<file path="src/rtl/plt_pkg.sv">
// Shared definitions for the positional list table: field widths, operation
// and status codes, controller states and the command/status structs.
// No dependencies; every other file of the block imports this package.
package plt_pkg;

    localparam int CAPACITY_DEFAULT = 16;

    localparam int OP_W     = 2;
    localparam int POS_W    = 5;
    localparam int KEY_W    = 32;
    localparam int VAL_W    = 64;
    localparam int STATUS_W = 3;
    localparam int FPOS_W   = 4;
    localparam int ECOUNT_W = 5;

    localparam int S_FIELDS_W = OP_W + POS_W + KEY_W + VAL_W;
    localparam int S_TDATA_W  = ((S_FIELDS_W + 7) / 8) * 8;
    localparam int M_FIELDS_W = STATUS_W + FPOS_W + VAL_W + ECOUNT_W;
    localparam int M_TDATA_W  = ((M_FIELDS_W + 7) / 8) * 8;

    localparam logic [OP_W-1:0] OP_INSERT = 2'd0;
    localparam logic [OP_W-1:0] OP_REMOVE = 2'd1;
    localparam logic [OP_W-1:0] OP_SEARCH = 2'd2;

    localparam logic [STATUS_W-1:0] ST_OK       = 3'd0;
    localparam logic [STATUS_W-1:0] ST_FULL     = 3'd1;
    localparam logic [STATUS_W-1:0] ST_EMPTY    = 3'd2;
    localparam logic [STATUS_W-1:0] ST_BADPOS   = 3'd3;
    localparam logic [STATUS_W-1:0] ST_NOTFOUND = 3'd4;

    typedef enum logic [1:0] {
        S_IDLE,
        S_EXEC,
        S_SCAN,
        S_FINISH
    } state_t;

    typedef struct packed {
        logic capture;
        logic commit;
        logic scan_step;
        logic finish;
    } plt_cmd_t;

    typedef struct packed {
        logic is_search;
        logic scan_done;
        logic out_free;
    } plt_status_t;

endpackage

</file>
<file path="src/rtl/plt_ctrl.sv">
// Controller state machine of the positional list table.
// Depends on plt_pkg; drives commands into plt_dpath and reads its status.
module plt_ctrl (
    input  logic                 aclk,
    input  logic                 aresetn,
    input  logic                 s_tvalid,
    output logic                 s_tready,
    input  plt_pkg::plt_status_t dp_status,
    output plt_pkg::plt_cmd_t    dp_cmd
);
    import plt_pkg::*;

    state_t state_reg;
    state_t state_next;

    always_ff @(posedge aclk) begin
        if (!aresetn) begin
            state_reg <= S_IDLE;
        end else begin
            state_reg <= state_next;
        end
    end

    always_comb begin
        state_next = state_reg;
        case (state_reg)
            S_IDLE: begin
                if (s_tvalid) begin
                    state_next = S_EXEC;
                end
            end
            S_EXEC: begin
                if (dp_status.is_search) begin
                    state_next = S_SCAN;
                end else if (dp_status.out_free) begin
                    state_next = S_IDLE;
                end
            end
            S_SCAN: begin
                if (dp_status.scan_done) begin
                    state_next = S_FINISH;
                end
            end
            S_FINISH: begin
                if (dp_status.out_free) begin
                    state_next = S_IDLE;
                end
            end
            default: begin
                state_next = S_IDLE;
            end
        endcase
    end

    always_comb begin
        s_tready         = 1'b0;
        dp_cmd.capture   = 1'b0;
        dp_cmd.commit    = 1'b0;
        dp_cmd.scan_step = 1'b0;
        dp_cmd.finish    = 1'b0;
        case (state_reg)
            S_IDLE: begin
                s_tready       = 1'b1;
                dp_cmd.capture = s_tvalid;
            end
            S_EXEC: begin
                dp_cmd.commit = !dp_status.is_search && dp_status.out_free;
            end
            S_SCAN: begin
                dp_cmd.scan_step = !dp_status.scan_done;
            end
            S_FINISH: begin
                dp_cmd.finish = dp_status.out_free;
            end
            default: begin
                s_tready = 1'b0;
            end
        endcase
    end

endmodule

</file>
<file path="src/rtl/plt_dpath.sv">
// Datapath of the positional list table: the row of entry cells, the fill
// count, the search scanner and the result register. Depends on plt_pkg.
module plt_dpath #(
    parameter int CAPACITY = plt_pkg::CAPACITY_DEFAULT
) (
    input  logic                          aclk,
    input  logic                          aresetn,
    input  logic [plt_pkg::S_TDATA_W-1:0] s_tdata,
    output logic                          m_tvalid,
    input  logic                          m_tready,
    output logic [plt_pkg::M_TDATA_W-1:0] m_tdata,
    input  plt_pkg::plt_cmd_t             dp_cmd,
    output plt_pkg::plt_status_t          dp_status
);
    import plt_pkg::*;

    localparam int CW = $clog2(CAPACITY + 1);
    localparam int IW = $clog2(CAPACITY);
    localparam int PW = (CW > POS_W) ? CW : POS_W;
    localparam logic [CW-1:0] CAP_CNT = CW'(CAPACITY);

    // Captured word.
    logic [OP_W-1:0]  op_reg;
    logic [POS_W-1:0] pos_reg;
    logic [KEY_W-1:0] key_in_reg;
    logic [VAL_W-1:0] val_in_reg;

    // Entry cells; contents above the fill count are never read.
    logic [KEY_W-1:0] keys_reg [CAPACITY];
    logic [VAL_W-1:0] vals_reg [CAPACITY];
    logic [CW-1:0]    count_reg;
    logic [CW-1:0]    count_next;

    logic [CW-1:0]    scan_idx_reg;
    logic             hit_reg;
    logic [IW-1:0]    hit_pos_reg;
    logic [VAL_W-1:0] hit_val_reg;

    logic                out_valid_reg;
    logic [STATUS_W-1:0] status_reg;
    logic [FPOS_W-1:0]   fpos_reg;
    logic [VAL_W-1:0]    fval_reg;
    logic [ECOUNT_W-1:0] ecount_reg;

    logic [PW-1:0]       pos_ext;
    logic [PW-1:0]       cnt_ext;
    logic [PW-1:0]       hit_pos_ext;
    logic [PW-1:0]       cnt_next_ext;
    logic                ins_full;
    logic                ins_bad;
    logic                rem_empty;
    logic                rem_bad;
    logic                ins_ok;
    logic                rem_ok;
    logic [STATUS_W-1:0] upd_status;
    logic [IW-1:0]       rd_idx;
    logic                key_match;

    assign pos_ext      = PW'(pos_reg);
    assign cnt_ext      = PW'(count_reg);
    assign hit_pos_ext  = PW'(hit_pos_reg);
    assign cnt_next_ext = PW'(count_next);

    assign ins_full  = (count_reg == CAP_CNT);
    assign ins_bad   = (pos_ext > cnt_ext);
    assign rem_empty = (count_reg == '0);
    assign rem_bad   = (pos_ext >= cnt_ext);

    assign ins_ok = dp_cmd.commit && (op_reg == OP_INSERT) && !ins_full && !ins_bad;
    assign rem_ok = dp_cmd.commit && (op_reg == OP_REMOVE) && !rem_empty && !rem_bad;

    always_comb begin
        upd_status = ST_OK;
        if (op_reg == OP_INSERT) begin
            if (ins_full) begin
                upd_status = ST_FULL;
            end else if (ins_bad) begin
                upd_status = ST_BADPOS;
            end
        end else if (op_reg == OP_REMOVE) begin
            if (rem_empty) begin
                upd_status = ST_EMPTY;
            end else if (rem_bad) begin
                upd_status = ST_BADPOS;
            end
        end
    end

    always_comb begin
        count_next = count_reg;
        if (ins_ok) begin
            count_next = count_reg + CW'(1);
        end else if (rem_ok) begin
            count_next = count_reg - CW'(1);
        end
    end

    always_ff @(posedge aclk) begin
        if (dp_cmd.capture) begin
            op_reg     <= s_tdata[OP_W-1:0];
            pos_reg    <= s_tdata[OP_W +: POS_W];
            key_in_reg <= s_tdata[OP_W+POS_W +: KEY_W];
            val_in_reg <= s_tdata[OP_W+POS_W+KEY_W +: VAL_W];
        end
    end

    always_ff @(posedge aclk) begin
        if (!aresetn) begin
            count_reg <= '0;
        end else begin
            count_reg <= count_next;
        end
    end

    // A moved cell takes its lower neighbor on insert and its upper one on remove.
    genvar g;
    generate
        for (g = 0; g < CAPACITY; g++) begin : g_cell
            localparam logic [PW-1:0] CELL_IDX = PW'(g);
            logic [KEY_W-1:0] lo_key;
            logic [VAL_W-1:0] lo_val;
            logic [KEY_W-1:0] hi_key;
            logic [VAL_W-1:0] hi_val;

            if (g == 0) begin : g_lo_front
                assign lo_key = key_in_reg;
                assign lo_val = val_in_reg;
            end else begin : g_lo_mid
                assign lo_key = keys_reg[g-1];
                assign lo_val = vals_reg[g-1];
            end

            if (g == CAPACITY - 1) begin : g_hi_end
                assign hi_key = keys_reg[g];
                assign hi_val = vals_reg[g];
            end else begin : g_hi_mid
                assign hi_key = keys_reg[g+1];
                assign hi_val = vals_reg[g+1];
            end

            always_ff @(posedge aclk) begin
                if (ins_ok) begin
                    if (CELL_IDX == pos_ext) begin
                        keys_reg[g] <= key_in_reg;
                        vals_reg[g] <= val_in_reg;
                    end else if (CELL_IDX > pos_ext) begin
                        keys_reg[g] <= lo_key;
                        vals_reg[g] <= lo_val;
                    end
                end else if (rem_ok && (CELL_IDX >= pos_ext)) begin
                    keys_reg[g] <= hi_key;
                    vals_reg[g] <= hi_val;
                end
            end
        end
    endgenerate

    // Search walks the list front to back; a later match overwrites an earlier one.
    assign rd_idx    = scan_idx_reg[IW-1:0];
    assign key_match = (keys_reg[rd_idx] == key_in_reg);

    always_ff @(posedge aclk) begin
        if (!aresetn) begin
            scan_idx_reg <= '0;
            hit_reg      <= 1'b0;
        end else if (dp_cmd.capture) begin
            scan_idx_reg <= '0;
            hit_reg      <= 1'b0;
        end else if (dp_cmd.scan_step) begin
            scan_idx_reg <= scan_idx_reg + CW'(1);
            if (key_match) begin
                hit_reg <= 1'b1;
            end
        end
    end

    always_ff @(posedge aclk) begin
        if (dp_cmd.scan_step && key_match) begin
            hit_pos_reg <= rd_idx;
            hit_val_reg <= vals_reg[rd_idx];
        end
    end

    always_ff @(posedge aclk) begin
        if (!aresetn) begin
            out_valid_reg <= 1'b0;
        end else if (dp_cmd.commit || dp_cmd.finish) begin
            out_valid_reg <= 1'b1;
        end else if (m_tready) begin
            out_valid_reg <= 1'b0;
        end
    end

    always_ff @(posedge aclk) begin
        if (dp_cmd.commit) begin
            status_reg <= upd_status;
            fpos_reg   <= '0;
            fval_reg   <= '0;
            ecount_reg <= cnt_next_ext[ECOUNT_W-1:0];
        end else if (dp_cmd.finish) begin
            status_reg <= hit_reg ? ST_OK : ST_NOTFOUND;
            fpos_reg   <= hit_reg ? hit_pos_ext[FPOS_W-1:0] : '0;
            fval_reg   <= hit_reg ? hit_val_reg : '0;
            ecount_reg <= cnt_ext[ECOUNT_W-1:0];
        end
    end

    assign dp_status.is_search = (op_reg == OP_SEARCH);
    assign dp_status.scan_done = (scan_idx_reg == count_reg);
    assign dp_status.out_free  = !out_valid_reg || m_tready;

    assign m_tvalid = out_valid_reg;
    assign m_tdata  = {{(M_TDATA_W - M_FIELDS_W){1'b0}},
                       ecount_reg, fval_reg, fpos_reg, status_reg};

    a_count_bound: assert property (@(posedge aclk) disable iff (!aresetn)
        count_reg <= CAP_CNT)
        else $error("fill count above capacity");

    a_load_free: assert property (@(posedge aclk) disable iff (!aresetn)
        (dp_cmd.commit || dp_cmd.finish) |-> (!out_valid_reg || m_tready))
        else $error("result loaded over an untaken result");

    a_count_hold: assert property (@(posedge aclk) disable iff (!aresetn)
        !dp_cmd.commit |=> $stable(count_reg))
        else $error("fill count changed without a commit");

    a_scan_range: assert property (@(posedge aclk) disable iff (!aresetn)
        dp_cmd.scan_step |-> (scan_idx_reg < count_reg))
        else $error("search read beyond the filled entries");

endmodule

</file>
<file path="src/rtl/positional_list_table.sv">
// Top level of the positional list table: an ordered list of key/value
// entries with insert, remove and search. Depends on plt_pkg, plt_ctrl and
// plt_dpath.
//
// The slave channel (s_tvalid, s_tready, s_tdata) carries one operation word:
// insert at a position, remove at a position, or search by key. The master
// channel (m_tvalid, m_tready, m_tdata) returns exactly one result word per
// operation, in order: status, found position, found value and entry count.
// A word is taken only while the controller is idle. Insert and remove shift
// the whole row of entry cells at once and load their result in the state
// after acceptance, once the output register is free; no new word is taken
// until that result is loaded. Search compares one entry per cycle, walks all
// filled entries, then loads its result once the output register is free;
// no new word is taken until that result is loaded.
// While a result waits for m_tready the block still accepts and works on the
// next word; only loading that word's result waits for the output register.
// Reset (aresetn low, synchronous) empties the list and drops any pending
// result; entry storage is not cleared, and entries beyond the fill count are
// never read.
module positional_list_table #(
    parameter int CAPACITY = plt_pkg::CAPACITY_DEFAULT
) (
    input  logic                          aclk,
    input  logic                          aresetn,
    // s_tdata, from bit 0: op[1:0], position[6:2], key[38:7], value[102:39],
    // zero fill [103].
    input  logic                          s_tvalid,
    output logic                          s_tready,
    input  logic [plt_pkg::S_TDATA_W-1:0] s_tdata,
    // m_tdata, from bit 0: status[2:0], found_position[6:3],
    // found_value[70:7], entry_count[75:71], zero fill [79:76].
    output logic                          m_tvalid,
    input  logic                          m_tready,
    output logic [plt_pkg::M_TDATA_W-1:0] m_tdata
);
    import plt_pkg::*;

    // Commands from the controller and status back from the datapath.
    plt_cmd_t    dp_cmd;
    plt_status_t dp_status;

    plt_ctrl u_ctrl (
        .aclk      (aclk),
        .aresetn   (aresetn),
        .s_tvalid  (s_tvalid),
        .s_tready  (s_tready),
        .dp_status (dp_status),
        .dp_cmd    (dp_cmd)
    );

    plt_dpath #(
        .CAPACITY (CAPACITY)
    ) u_dpath (
        .aclk      (aclk),
        .aresetn   (aresetn),
        .s_tdata   (s_tdata),
        .m_tvalid  (m_tvalid),
        .m_tready  (m_tready),
        .m_tdata   (m_tdata),
        .dp_cmd    (dp_cmd),
        .dp_status (dp_status)
    );

endmodule
</file>
<file path="config.mk">
export PLATFORM = sky130hd
export DESIGN_NAME = positional_list_table
export DESIGN_NICKNAME = d
export VERILOG_FILES = /design/src/rtl/plt_pkg.sv /design/src/rtl/plt_ctrl.sv /design/src/rtl/plt_dpath.sv /design/src/rtl/positional_list_table.sv
export SDC_FILE = /design/constraint.sdc
export NUM_CORES = 2
export LEC_CHECK = 0
export BUFFER_PORTS_ARGS = -buffer_cell sky130_fd_sc_hd__clkbuf_2
export CORE_MARGIN = 1
export CORE_UTILIZATION = 46
export CTS_BUF_LIST = sky130_fd_sc_hd__clkbuf_4
export DETAILED_ROUTE_END_ITERATION = 8
export SYNTH_ARGS = -nofsm -noshare
export SYNTH_HDL_FRONTEND = slang
export SYNTH_SLANG_ARGS = --single-unit
export TNS_END_PERCENT = 10
</file>
<file path="constraint.sdc">
create_clock -name aclk -period 11.2 [get_ports aclk]
set_input_delay 0.56 -clock aclk [delete_from_list [all_inputs] [get_ports aclk]]
set_output_delay 0.56 -clock aclk [all_outputs]
set_load 0.05 [all_outputs]
</file>
* Word-level counts from Yosys, hierarchy flattened *
Memories as Yosys holds them, arrays and structs flattened. A register that Yosys moved wholly into a read port is not among the register bits.
Cells that the tools add are included.

storage, ports and cells
  register bits after elaboration = 197
  bits in latches = 0
  memory bits (writable) = 1,536
  ROM bits = 0
  bits of input ports = 108
  output and inout bits = 82
  word-level logic and storage cells = 438
  memories = 2

memories
  memory            depth  width  rd ports  clocked after Yosys merged registers in  wr ports  RTL line         source
  u_dpath.vals_reg  16     64     17        1                                        16        plt_dpath.sv:30  logic [VAL_W-1:0] vals_reg [CAPACITY];
  u_dpath.keys_reg  16     32     17        1                                        16        plt_dpath.sv:29  logic [KEY_W-1:0] keys_reg [CAPACITY];

operators by class
  add/subtract/negate cells = 3
  multiply operators = 0
  divide/modulo/power cells = 0
  magnitude comparators = 34
  equality and inequality tests = 25
  shifts and indexed selects = 0
  multiplexer cells = 253
  bitwise gates (word level) = 65
  reductions and logical operators = 42

operators by type and width
  cell                                                           number
  two-way mux 64 bit                                             33
  two-way mux 32 bit                                             32
  two-way mux 1 bit                                              167
  OR 1 bit                                                       64
  == test 4 x 5 -> 1 bit (first input constant)                  8
  >= comparator 4 x 5 -> 1 bit (first input constant)            8
  greater-than comparator 4 x 5 -> 1 bit (first input constant)  8
  == test 32 bit                                                 1
  logical AND 1 bit                                              24
  two-way mux 3 bit                                              7
  == test 3 x 5 -> 1 bit (first input constant)                  4
  >= comparator 3 x 5 -> 1 bit (first input constant)            4
  greater-than comparator 3 x 5 -> 1 bit (first input constant)  4
  two-way mux 5 bit                                              4
  two-way mux 2 bit                                              6
  two-way mux 4 bit                                              3
  adder 5 x 1 -> 5 bit (second input constant)                   2
  == test 2 x 5 -> 1 bit (first input constant)                  2
  >= comparator 1 x 5 -> 1 bit (first input constant)            2
  >= comparator 2 x 5 -> 1 bit (first input constant)            2
  greater-than comparator 1 x 5 -> 1 bit (first input constant)  2
  greater-than comparator 2 x 5 -> 1 bit (first input constant)  2
  zero test 5 bit                                                2
  one-hot mux 2 bit (4 select lines)                             1
  other kinds (17)                                               30

* Logic depth before layout (Yosys ltp) *
  depth after elaboration = 12
  mapped depth = 15
  depth with buffers taken out = 10

* Hierarchy *
From an unflattened synthesis, not the netlist that was laid out.

unflattened totals
  cell total of the unflattened synthesis = 8,073
  area, all modules = 97,292.1 um2

by module, submodules not included
  module     times used  cells each  area an instance (um2)  sequential area each (um2)
  plt_dpath  1           8,057       97,177.0                53,181.0
  plt_ctrl   1           16          115.1                   40.0

* Worst setup path before layout *
No wires, ideal clock.

  path type = reg-to-reg
  start = register u_dpath.count_reg[1], in the netlist u_dpath.cnt_ext[1]
  end = memory u_dpath.keys_reg[0][0], enable pin
  library setup time = 0.668 ns
  data arrival time = 8.512 ns
  data required time = 10.532 ns
  path slack = 2.020 ns
  stages on the path, launching flop included = 11
  path buffers = 1
  period minus slack after synthesis = 9.180 ns
  path through = dfxtp_1 inv_1 ha_1 nor2b_1 o21a_1 o21a_1 o21ai_1 and4_1 clkbuf_1 a21oi_2 nor3_1

RTL lines
  element                   RTL line          source
  start: declaration        plt_dpath.sv:31   logic [CW-1:0] count_reg;
  start signal: assignment  plt_dpath.sv:111  count_reg <= count_next;
  end: declaration          plt_dpath.sv:29

==> results.cfg <==
[cts]
hold_buffers = 215
clk_path_buf_depth = 4
clk_pin_slew_ns = 0.07
postCtsSetupBuffers = 0
cts_resized = 0
cts.htree.levels = 6
cts.sinks = 1801
cts_root_buf = clkbuf_4
numCtsBuffers = 532
cts_tree = built
clock_latency_ns = 1.42

[finish]
layout_commonest_cell = edfxtp_1
fin_nets = 8231
drive_gt1_share_pct = 23.5
final_cell_mix = 1715 x edfxtp_1, 1250 x mux2i_1, 902 x nand2_1
area_delta_synth_final_pct = 11.7
finalInstanceArea_um2 = 109000
largest_register_ffs = 1024
final_util_pct = 51.7

[power_and_ir_drop]
clock_power_share_pct = 43.4
pwr-share-seq_pct = 51.8
combPwrFrac_pct = 4.8
switchingPower_mw = 3.54
switching_share_pct = 24.1
intPower_mw = 11.1
ir_worst_vdd_mv = 0.111
power.leakage_nw = 34.2
p_per_area_nw_per_um2 = 134

[logic_synthesis]
synth.cell_area_um2 = 98000
yosysSeqAreaShare_pct = 54.3
synth_edf_count = 1715
synthArstFlopShare_pct = 0
yosys_most_used_dff = edfxtp_1
synth_area_per_cell_um2 = 12.6
yosys_warnings = 0
netlist-cell-type-count = 82
ys_ff_latch = 1801
syn_inst = 7803

[placement]
dp_hpwl_mm = 168
io_buffers = 184
gp_congestion = 0.815
pre_cts_slack_ns = 5.19
dpl_cell_area_um2 = 101000

[worst_setup_path]
cpMaxStageDelayCell = dfxtp_4
critPathTopFamily = buffers and inverters
worst_ep_required_time_ns = 12.17
path_cells = buf_4 > mux4_2 > nand2b_1 > a22oi_1 > xor2_1 > o2111ai_1 > a2111o_1 > nor4_4 > buf_4 > buf_4
cpMostUsedCell = buf_4
worst_path_largest_cell_delay_ns = 0.93
crit_fanout = 40
critical_path_class = reg2reg
start_kind = register
rr_worst_depth = 10
worst_ep_arrival_time_ns = 7.00
r2r_setup_slack_ns = 5.17
setup.worst_path.end_class = register
path_buf_inv = 3
path_depth = 10

[global_route]
grt_pass1_vias = 70992
grt_pass1_wl_mm = 488
grt_max_degree = 159
grt_usage_pct = 30.8
antenna_found_initial = 9
grt_overflow = 0

[timing]
tightest_slew_ns = 1.40
final-hold-violation-count = 0
skew_ns = 0.103
finalCriticalPeriod_ns = 6.03
max_slew_margin_pct = 6.39
clock.fmax_ghz = 0.166
fin_tns_setup_ns = 0
slew_violations = 0
period_share_pct = 53.8
setup_viol = 0
rsz0062_at_grt = false
hold-worst-slack_ns = 0.287
fin_ws_ns = 5.17

[route]
drtAntennaViolNets = 0
via_per_inst = 6.32
drt_iter0_drc = 8480
vias = 71489
totalWireLength_mm = 336
wl_per_cell_um = 29.7
dr.pass1.iters = 6
drc = 0

[die]
initial_core_util_pct = 46.2
dieWidth_um = 464
dieHeight_um = 464
io_pins = 190
die_area_um2 = 215000
core_area_um2 = 212000
row_count = 169

[flow_run]
maxCapViolCount = 0

[hold_path]
min_path_cells = 3
hold_path.class = in2reg

[status]
outcome = finished clean
==> tightest hold or removal path: stages <==
cell           delay, ns
dlygate4sd3_1       0.54
clkbuf_2            0.12
and2_4              0.25
==> path summary, 6_finish.rpt <==
check,start,endpoint
hold / removal,s_tvalid,u_dpath.op_reg[0]
hold reg to reg,u_dpath.hit_val_reg[40],u_dpath.fval_reg[40]
setup / recovery,register,u_dpath.hit_val_reg[22]
setup reg to reg,register,u_dpath.hit_val_reg[22]
==> Yosys cell counts (5+ instances only) <==
master / number / area, µm²
dfxtp_1: 86 / 1720
clkbuf_1: 487 / 1830
nand2b_1: 16 / 100
buf_4: 57 / 428
mux4_2: 398 / 8960
o221ai_1: 6 / 52.6
xor2_1: 29 / 254
a21oi_1: 494 / 2470
xnor2_1: 23 / 201
and4_1: 7 / 61.3
nand2_1: 904 / 3390
o211ai_1: 7 / 52.6
buf_2: 145 / 726
mux2_2: 389 / 4380
a221oi_1: 12 / 105
o21ai_0: 689 / 3450
a22oi_1: 16 / 120
or3_1: 7 / 43.8
mux4_1: 13 / 342
nor2_1: 633 / 2380
nor2b_1: 6 / 37.5
inv_1: 17 / 63.8
a32oi_1: 5 / 43.8
edfxtp_1: 1715 / 51500
nand4_1: 14 / 87.6
ha_1: 9 / 113
buf_12: 5 / 100
a22o_1: 73 / 639
nand3_1: 14 / 70.1
nor4_1: 11 / 68.8
buf_1: 56 / 210
nor3_1: 20 / 100
and3_1: 8 / 50.1
and2_1: 5 / 31.3
a31oi_1: 96 / 601
mux2i_1: 1250 / 12500
==> per-layer routing <==
layer	wire (µm)	track usage, %	part of all wire [%]
met4	12800	11.7	3.8
met3	31400	5.40	9.4
met1	132000	41.1	39
met5	18	0	0.0054
met2	159000	50.0	47
==> final cells by class <==
| type | count | area, µm² |
|---|---|---|
| clock buffers | 789 | 5920 |
| inverters | 19 | 71.3 |
| diodes | 6 | 15.0 |
| well taps | 2821 | 3530 |
| multi-input cells | 5230 | 41700 |
| flip-flops and latches | 1801 | 53300 |
| repair buffers | 530 | 4410 |
| clock inverters | 117 | 594 |
| fillers | 18664 | 102000 |
==> metrics by stage <==
step | total power [mW] | cells
6_report | 14.7 | 11313
5_1_grt | 15.2 | 11312
4_1_cts | 14.8 | 11307
3_5_place_dp | 8.39 | 10186
3_3_place_gp | 8.36 | 10186
2_1_floorplan | 8.18 | 7806
==> power groups by stage <==
stage	registers [mW]	logic, mW	clock network, mW
2_1_floorplan	7.66	0.517	0
3_3_place_gp	7.75	0.614	0
3_5_place_dp	7.75	0.643	0
4_1_cts	7.60	0.702	6.48
5_1_grt	7.62	0.778	6.81
6_report	7.61	0.703	6.36
==> cell families (layout without fill, tap and decap cells) <==
| group | after synthesis | count (layout) | synth area share (%) |
|---|---|---|---|
| buffers and inverters | 775 | 1455 | 3.50 |
| other | 1 | 10 | 0.00383 |
| AOI/OAI and AO/OA | 1449 | 1449 | 8.14 |
| and+or+nand+nor | 1666 | 1666 | 6.72 |
| muxes | 2050 | 2050 | 26.7 |
| DFF | 1801 | 1801 | 54.3 |
| xor gates and xnor gates | 52 | 52 | 0.465 |
| adders and majority gates | 9 | 9 | 0.115 |
No activity file was read; power rests on OpenSTA's default activity.
